--- config.mk ---
export PLATFORM = sky130hd
export DESIGN_NAME = base64_stream_decoder_unit
export DESIGN_NICKNAME = d
export VERILOG_FILES = /design/src/b64d_pkg.sv /design/src/b64d_group.sv /design/src/base64_stream_decoder_unit.sv
export SDC_FILE = /design/constraint.sdc
export NUM_CORES = 1
export LEC_CHECK = 0
export ABC_AREA = 0
export ABC_CLOCK_PERIOD_IN_PS = 4500
export BUFFER_PORTS_ARGS = -buffer_cell sky130_fd_sc_hd__buf_2
export CORE_ASPECT_RATIO = 2
export CORE_MARGIN = 1
export CORE_UTILIZATION = 40
export DETAILED_ROUTE_END_ITERATION = 10
export GPL_TIMING_DRIVEN = 0
export MAX_ROUTING_LAYER = met4
export PLACE_DENSITY_LB_ADDON = 0.25
export SYNTH_ARGS = -nofsm -noshare
export SYNTH_HDL_FRONTEND = slang
export SYNTH_HIERARCHICAL = 1
export SYNTH_SLANG_ARGS = --single-unit
--- constraint.sdc ---
create_clock -name clk -period 4.5 [get_ports clk]
set_input_delay 0.45 -clock clk [delete_from_list [all_inputs] [get_ports clk]]
set_output_delay 0.45 -clock clk [all_outputs]
set_load 0.01 [all_outputs]
--- src/b64d_pkg.sv ---
// Package for the Base64 stream decoder.
// Holds the result type, the character codes and the character-to-sextet map.
// No dependencies.
package b64d_pkg;

	localparam int CharW  = 8;
	localparam int SextW  = 6;
	localparam int ByteW  = 8;
	localparam int CountW = 2;
	localparam int PosW   = 2;
	localparam int OutDataW = 32;

	localparam logic [CharW-1:0] ChPad   = 8'h3d; // '='
	localparam logic [CharW-1:0] ChPlus  = 8'h2b; // '+'
	localparam logic [CharW-1:0] ChMinus = 8'h2d; // '-'
	localparam logic [CharW-1:0] ChSlash = 8'h2f; // '/'
	localparam logic [CharW-1:0] ChUnder = 8'h5f; // '_'
	localparam logic [CharW-1:0] ChUpA   = 8'h41;
	localparam logic [CharW-1:0] ChUpZ   = 8'h5a;
	localparam logic [CharW-1:0] ChLoA   = 8'h61;
	localparam logic [CharW-1:0] ChLoZ   = 8'h7a;
	localparam logic [CharW-1:0] ChDig0  = 8'h30;
	localparam logic [CharW-1:0] ChDig9  = 8'h39;

	localparam logic [SextW-1:0] SextPlus  = 6'd62;
	localparam logic [SextW-1:0] SextSlash = 6'd63;
	localparam logic [CountW-1:0] CountFull = 2'd3;
	localparam logic [PosW-1:0] PosLast = 2'd3;

	typedef struct packed {
		logic [ByteW-1:0]  byte_first;
		logic [ByteW-1:0]  byte_second;
		logic [ByteW-1:0]  byte_third;
		logic [CountW-1:0] byte_count;
		logic              stream_end;
	} b64d_result_t;

	function automatic logic [SextW-1:0] char_to_sextet(input logic [CharW-1:0] c);
		logic [CharW-1:0] d;
		d = '0;
		if (c >= ChUpA && c <= ChUpZ) begin
			d = c - ChUpA;
		end else if (c >= ChLoA && c <= ChLoZ) begin
			d = c - ChLoA + 8'd26;
		end else if (c >= ChDig0 && c <= ChDig9) begin
			d = c - ChDig0 + 8'd52;
		end else if (c == ChPlus || c == ChMinus) begin
			d = {2'b00, SextPlus};
		end else if (c == ChSlash || c == ChUnder) begin
			d = {2'b00, SextSlash};
		end
		return d[SextW-1:0];
	endfunction

endpackage

--- src/b64d_group.sv ---
// Group assembler: tracks the position in the four-character group,
// stores sextets and forms the result of a closing group.
// Depends on b64d_pkg.
module b64d_group (
	input  logic                     clk,
	input  logic                     arst_n,
	input  logic                     beat,
	input  logic [7:0]               char_code,
	input  logic                     is_final,
	output logic                     res_valid,
	output b64d_pkg::b64d_result_t   res
);
	import b64d_pkg::*;

	logic [PosW-1:0]  pos_q;
	logic [SextW-1:0] store_q [3];
	logic [PosW-1:0]  pad_q;

	logic [SextW-1:0] v;
	logic [SextW-1:0] s [3];
	logic [SextW-1:0] s3;
	logic [PosW-1:0]  pad_next;
	logic [CountW-1:0] count;
	logic [ByteW-1:0] b0, b1, b2;

	always_comb begin
		v = char_to_sextet(char_code);
		pad_next = pad_q;
		if (char_code == ChPad && pos_q != '0 && pad_q == '0) pad_next = pos_q;
		for (int i = 0; i < 3; i++) begin
			s[i] = (pos_q == PosW'(i)) ? v : store_q[i];
		end
		s3 = (pos_q == PosLast) ? v : '0;
		res_valid = is_final || pos_q == PosLast;
		if (is_final) begin
			count = pos_q;
			if (pad_next != '0 && (pad_next - 2'd1) < count) count = pad_next - 2'd1;
		end else begin
			count = CountFull;
		end
		b0 = {s[0], s[1][5:4]};
		b1 = {s[1][3:0], s[2][5:2]};
		b2 = {s[2][1:0], s3};
		res.byte_first  = (count >= 2'd1) ? b0 : '0;
		res.byte_second = (count >= 2'd2) ? b1 : '0;
		res.byte_third  = (count == 2'd3) ? b2 : '0;
		res.byte_count  = count;
		res.stream_end  = is_final;
	end

	always_ff @(posedge clk or negedge arst_n) begin
		if (!arst_n) begin
			pos_q <= '0;
			pad_q <= '0;
			for (int i = 0; i < 3; i++) store_q[i] <= '0;
		end else if (beat) begin
			if (res_valid) begin
				pos_q <= '0;
				pad_q <= '0;
				for (int i = 0; i < 3; i++) store_q[i] <= '0;
			end else begin
				pos_q <= pos_q + 2'd1;
				pad_q <= pad_next;
				for (int i = 0; i < 3; i++) store_q[i] <= s[i];
			end
		end
	end

endmodule

--- src/base64_stream_decoder_unit.sv ---
// Top level of the Base64 stream decoder: input stream, group assembler,
// output register with skid stage.
// Depends on b64d_pkg and b64d_group.
//
// Usage:
//   s_axis carries one ASCII character per beat in s_tdata; s_tlast marks the
//   last character of an encoded string. Standard and URL-safe alphabets are
//   both decoded; any other character counts as zero.
//   m_axis carries one beat per closed four-character group, or per end of
//   string: three bytes and a byte count in m_tdata, and m_tlast set on the
//   beat that closes the string.
// Output: the result of a group is registered in the output stage, or in the
//   skid stage while that is stalled, at the edge that takes its closing character.
// Throughput: one character per cycle while s_tready is high; the group state and
//   the output or skid register update at the edge that takes the character.
// Reset: arst_n clears the group state and both output stages; the next
//   character starts a new string.
// Stall: while m_tready is low, one further result is held in the skid
//   stage; s_tready drops only when the skid stage is full.
module base64_stream_decoder_unit (
	input  logic        clk,
	input  logic        arst_n,
	input  logic        s_tvalid,
	output logic        s_tready,
	input  logic [7:0]  s_tdata,   // [7:0] char_code
	input  logic        s_tlast,   // is_final
	output logic        m_tvalid,
	input  logic        m_tready,
	output logic [31:0] m_tdata,   // [7:0] byte_first, [15:8] byte_second,
	                               // [23:16] byte_third, [25:24] byte_count, zeros
	output logic        m_tlast    // stream_end
);
	import b64d_pkg::*;

	logic         in_beat;
	logic         res_valid;
	b64d_result_t res;
	logic         res_beat;

	logic         out_valid_q;
	b64d_result_t out_q;
	logic         skid_valid_q;
	b64d_result_t skid_q;

	assign s_tready = !skid_valid_q;
	assign in_beat  = s_tvalid && s_tready;
	assign res_beat = in_beat && res_valid;

	b64d_group u_group (
		.clk       (clk),
		.arst_n    (arst_n),
		.beat      (in_beat),
		.char_code (s_tdata),
		.is_final  (s_tlast),
		.res_valid (res_valid),
		.res       (res)
	);

	always_ff @(posedge clk or negedge arst_n) begin
		if (!arst_n) begin
			out_valid_q  <= 1'b0;
			skid_valid_q <= 1'b0;
		end else if (!out_valid_q || m_tready) begin
			if (skid_valid_q) begin
				out_valid_q  <= 1'b1;
				skid_valid_q <= 1'b0;
			end else begin
				out_valid_q <= res_beat;
			end
		end else if (res_beat) begin
			skid_valid_q <= 1'b1;
		end
	end

	always_ff @(posedge clk) begin
		if (!out_valid_q || m_tready) begin
			if (skid_valid_q) out_q <= skid_q;
			else if (res_beat) out_q <= res;
		end else if (res_beat) begin
			skid_q <= res;
		end
	end

	assign m_tvalid = out_valid_q;
	assign m_tdata  = {{(OutDataW - 3*ByteW - CountW){1'b0}}, out_q.byte_count,
	                   out_q.byte_third, out_q.byte_second, out_q.byte_first};
	assign m_tlast  = out_q.stream_end;

	assert property (@(posedge clk) disable iff (!arst_n) skid_valid_q |-> out_valid_q)
		else $error("skid stage holds a beat while the output stage is empty");

	assert property (@(posedge clk) disable iff (!arst_n)
		(m_tvalid && !m_tready) |=> (m_tvalid && $stable(m_tdata) && $stable(m_tlast)))
		else $error("stalled output beat changed");

	assert property (@(posedge clk) disable iff (!arst_n)
		(m_tvalid && !m_tlast) |-> (m_tdata[25:24] == CountFull))
		else $error("non-final group gave fewer than three bytes");

endmodule
==> impl_metrics.ini <==
[status]
status = finished, final reports clean

[final_layout]
final_layout_size_suffix_gt1_share_pct = 28.2
finalNetCount = 456
synthToLayoutAreaGrowth_pct = 18.3
final_util_pct = 48.9
antenna_cells = 0

[yosys]
synth_common_cells = 54 x edfxtp_1, 33 x nand2_1, 27 x mux2_4
ys_ff_latch = 78
synth_xor_area_share_pct = 1.20
synthSimpleGateAreaFrac_pct = 14.7
synth_compound_area_share_pct = 15.5
synth_top_family_by_area = compound AO/OA/AOI/OAI gates
netlist.area_leader.share_pct = 37.0
synth_edf_count = 54
synth_mux_area_share_pct = 9.24
yosysMostFrequentCell = edfxtp_1
synthCells = 371
synthAdderAreaFrac_pct = 4.28
seq_area_frac_synth_pct = 50.7
yosys_most_used_dff = edfxtp_1
yosysWarnings = 6
syn_avg_cell_area_um2 = 11.8
synthArstFlopShare_pct = 30.8
synth_area_um2 = 4390
yosys.area.top_type = edfxtp_1
synthTopCellsByArea = edfxtp_1 37%, dfrtp_1 14%, mux2_4 9.2%
synth_cell_types = 62

[power]
ir_worst_vdd_mv = 0.226
leakagePower_nw = 1.98
power_w = 0.00213
power.density_nw_per_um2 = 409

[placement]
finalWeightedCongestion = 0.887
place_ws_ns = -0.325
dp_hpwl_mm = 7.78
io_buffer_count = 41

[clock_network]
numCtsBuffers = 9
clockRootBuffer = clkbuf_16
post_cts_buffers = 0
postCtsHoldBufs = 0
path_clk_slew_ns = 0.06
post_cts_resized = 5
h-tree-depth = 3
cts_buffer_depth = 2
cts_tree = done
cts_sinks = 78
clock_latency_ns = 0.33

[min_path]
hold_path_class = in -> async

[grt]
grt_util_met1_pct = 18.5
grt_pass1_vias = 3085
antenna_found_initial = 0
grt_util_all_layers_pct = 19.1
grt_use_met3_pct = 2.61
busiest_layer = met2
grt_pass1_wl_mm = 16.2
grt.overflow.total = 0
use_met2_pct = 34.9
grt_max_degree = 28

[detailed_routing]
avgViaCountPerCell = 5.49
routedWlPerCell_um = 17.4
drt-total-wl_mm = 9.94
ant_nets = 0
drtIter0Drc = 157
drc_errors = 0
drtPass1Iterations = 5
vias = 3130

[die]
rows = 53
ioPinCount = 48
core_area_um2 = 10600
die_h_um = 150
initial_utilization_pct = 41.3
dieArea_um2 = 11400
die_w_um = 76.1

[timing]
rsz0062_at_grt = no
layout_setup_ws_ns = 0.161
fin_crit_sh_pct = 96.4
finalMaxSlewViolations = 0
max_freq_mhz = 230
timing.final.crit_period_ns = 4.34
tns_ns = 0
tightest_slew_ns = 1.18
hold_viol = 0
maxSlewHeadroom_pct = 21.2
setup_viol = 0
fin_skew_ns = 0.00445

[worst_setup_path]
cp.arrival_ns = 4.54
required_ns = 4.70
crit_buf_inv = 2
slowest_delay_ns = 0.58
startpoint = u_group/pos_q[1]
reg2reg_from = u_group/pos_q[1]
path_class = reg -> reg
path_cells = inv_1 -> ha_2 -> or4bb_1 -> nor2_1 -> a21oi_1 -> ha_1 -> inv_1 -> ha_1 -> nor3_1 -> nor3_1 -> o31a_2 -> a2111oi_2 -> mux2_4
cp_top_family = simple AND/OR/NAND/NOR gates
reg2regPathDepth = 13
cp_slowest_cell = a2111oi_2
r2r_end = m_tdata[7]
cp-start-kind = flip-flop
worstPathMaxFanout = 9
ff2ff_setup_slack_ns = 0.16
critPathCaptureType = flip-flop

[run]
cap_viol_max_count = 0
-- per-layer routing --
metal  vias up  share of wire (%)
met2        74                 56
met5         -                  0
met1      1510                 36
li1       1518                  -
met3        28                2.6
met4         0                5.0
-- placed cells by master, fill, tap and decap left out, drive strengths merged, types with 4 or more instances in the layout --
cell type	count
a2111oi	6
a211oi	10
a21oi	9
a221oi	4
a311oi	4
a31oi	5
and2	4
buf	56
clkbuf	20
conb	6
dfrtp	24
edfxtp	54
ha	15
inv	12
mux2	27
nand2	33
nand2b	10
nand3	8
nor2	24
nor2b	5
nor3	9
nor4	6
o21ai	22
o22ai	5
o31ai	9
xnor2	4
-- worst max path at each step --
stage | to | slack [ns] | cells after the start
floorplan | m_tdata[8] | 0.45 | 14
global placement | m_tdata[10] | -0.22 | 14
detailed placement | m_tdata[10] | -0.32 | 14
CTS | m_tdata[8] | 0.03 | 13
global route | m_tdata[6] | 0.06 | 13
finish | m_tdata[7] | 0.16 | 13
-- per-stage QoR --
| stage | hold slack (ns) | std cells | instance area, um^2 |
|---|---|---|---|
| 6_report | 0.114 | 570 | 5190 |
| 5_1_grt | 0.156 | 570 | 5190 |
| 4_1_cts | 0.130 | 570 | 5170 |
| 3_5_place_dp | 0.461 | 555 | 4810 |
| 3_3_place_gp | 0.458 | 554 | 4780 |
| 2_1_floorplan | 0.154 | 376 | 4410 |
-- kinds of logic (layout without fill, tap and decap cells) --
| kind of cell | Yosys count | in the layout |
|---|---|---|
| flip-flops | 78 | 78 |
| AO/OA/AOI/OAI | 90 | 90 |
| buffers and inverters | 35 | 92 |
| XOR/XNOR | 6 | 6 |
| other | 1 | 6 |
| adder cells (fa/ha/maj) | 15 | 15 |
| AND/OR/NAND/NOR | 119 | 119 |
| multiplexers | 27 | 27 |
-- layout make-up --
class / count / area [um^2]
plain buffers: 22 / 143
well taps: 137 / 171
fillers: 971 / 5420
clock inverters: 4 / 95.1
clock buffers: 12 / 246
flip-flops and latches: 78 / 2220
repair buffers: 42 / 233
inverters: 12 / 45.0
multi-input cells: 263 / 2030
-- flip-flops by register name (all words and copies together) (netlist names) --
| name | count |
|---|---|
| u_group/pos_q | 2 |
| m_tvalid | 1 |
| skid_valid_q | 1 |
| u_group/store_q | 18 |
| skid_q | 27 |
| m_tlast | 1 |
| m_tdata | 26 |
| u_group/pad_q | 2 |
-- power by group --
group          internal [W]  total [W]  leakage (nW)  switching [W]
Clock              0.000556   0.000825         0.167       0.000268
Combinational      0.000176   0.000435         0.972       0.000260
Sequential         0.000842   0.000865         0.843      0.0000229
Total               0.00157    0.00213          1.98       0.000551
No activity file was read; power rests on OpenSTA's default activity.
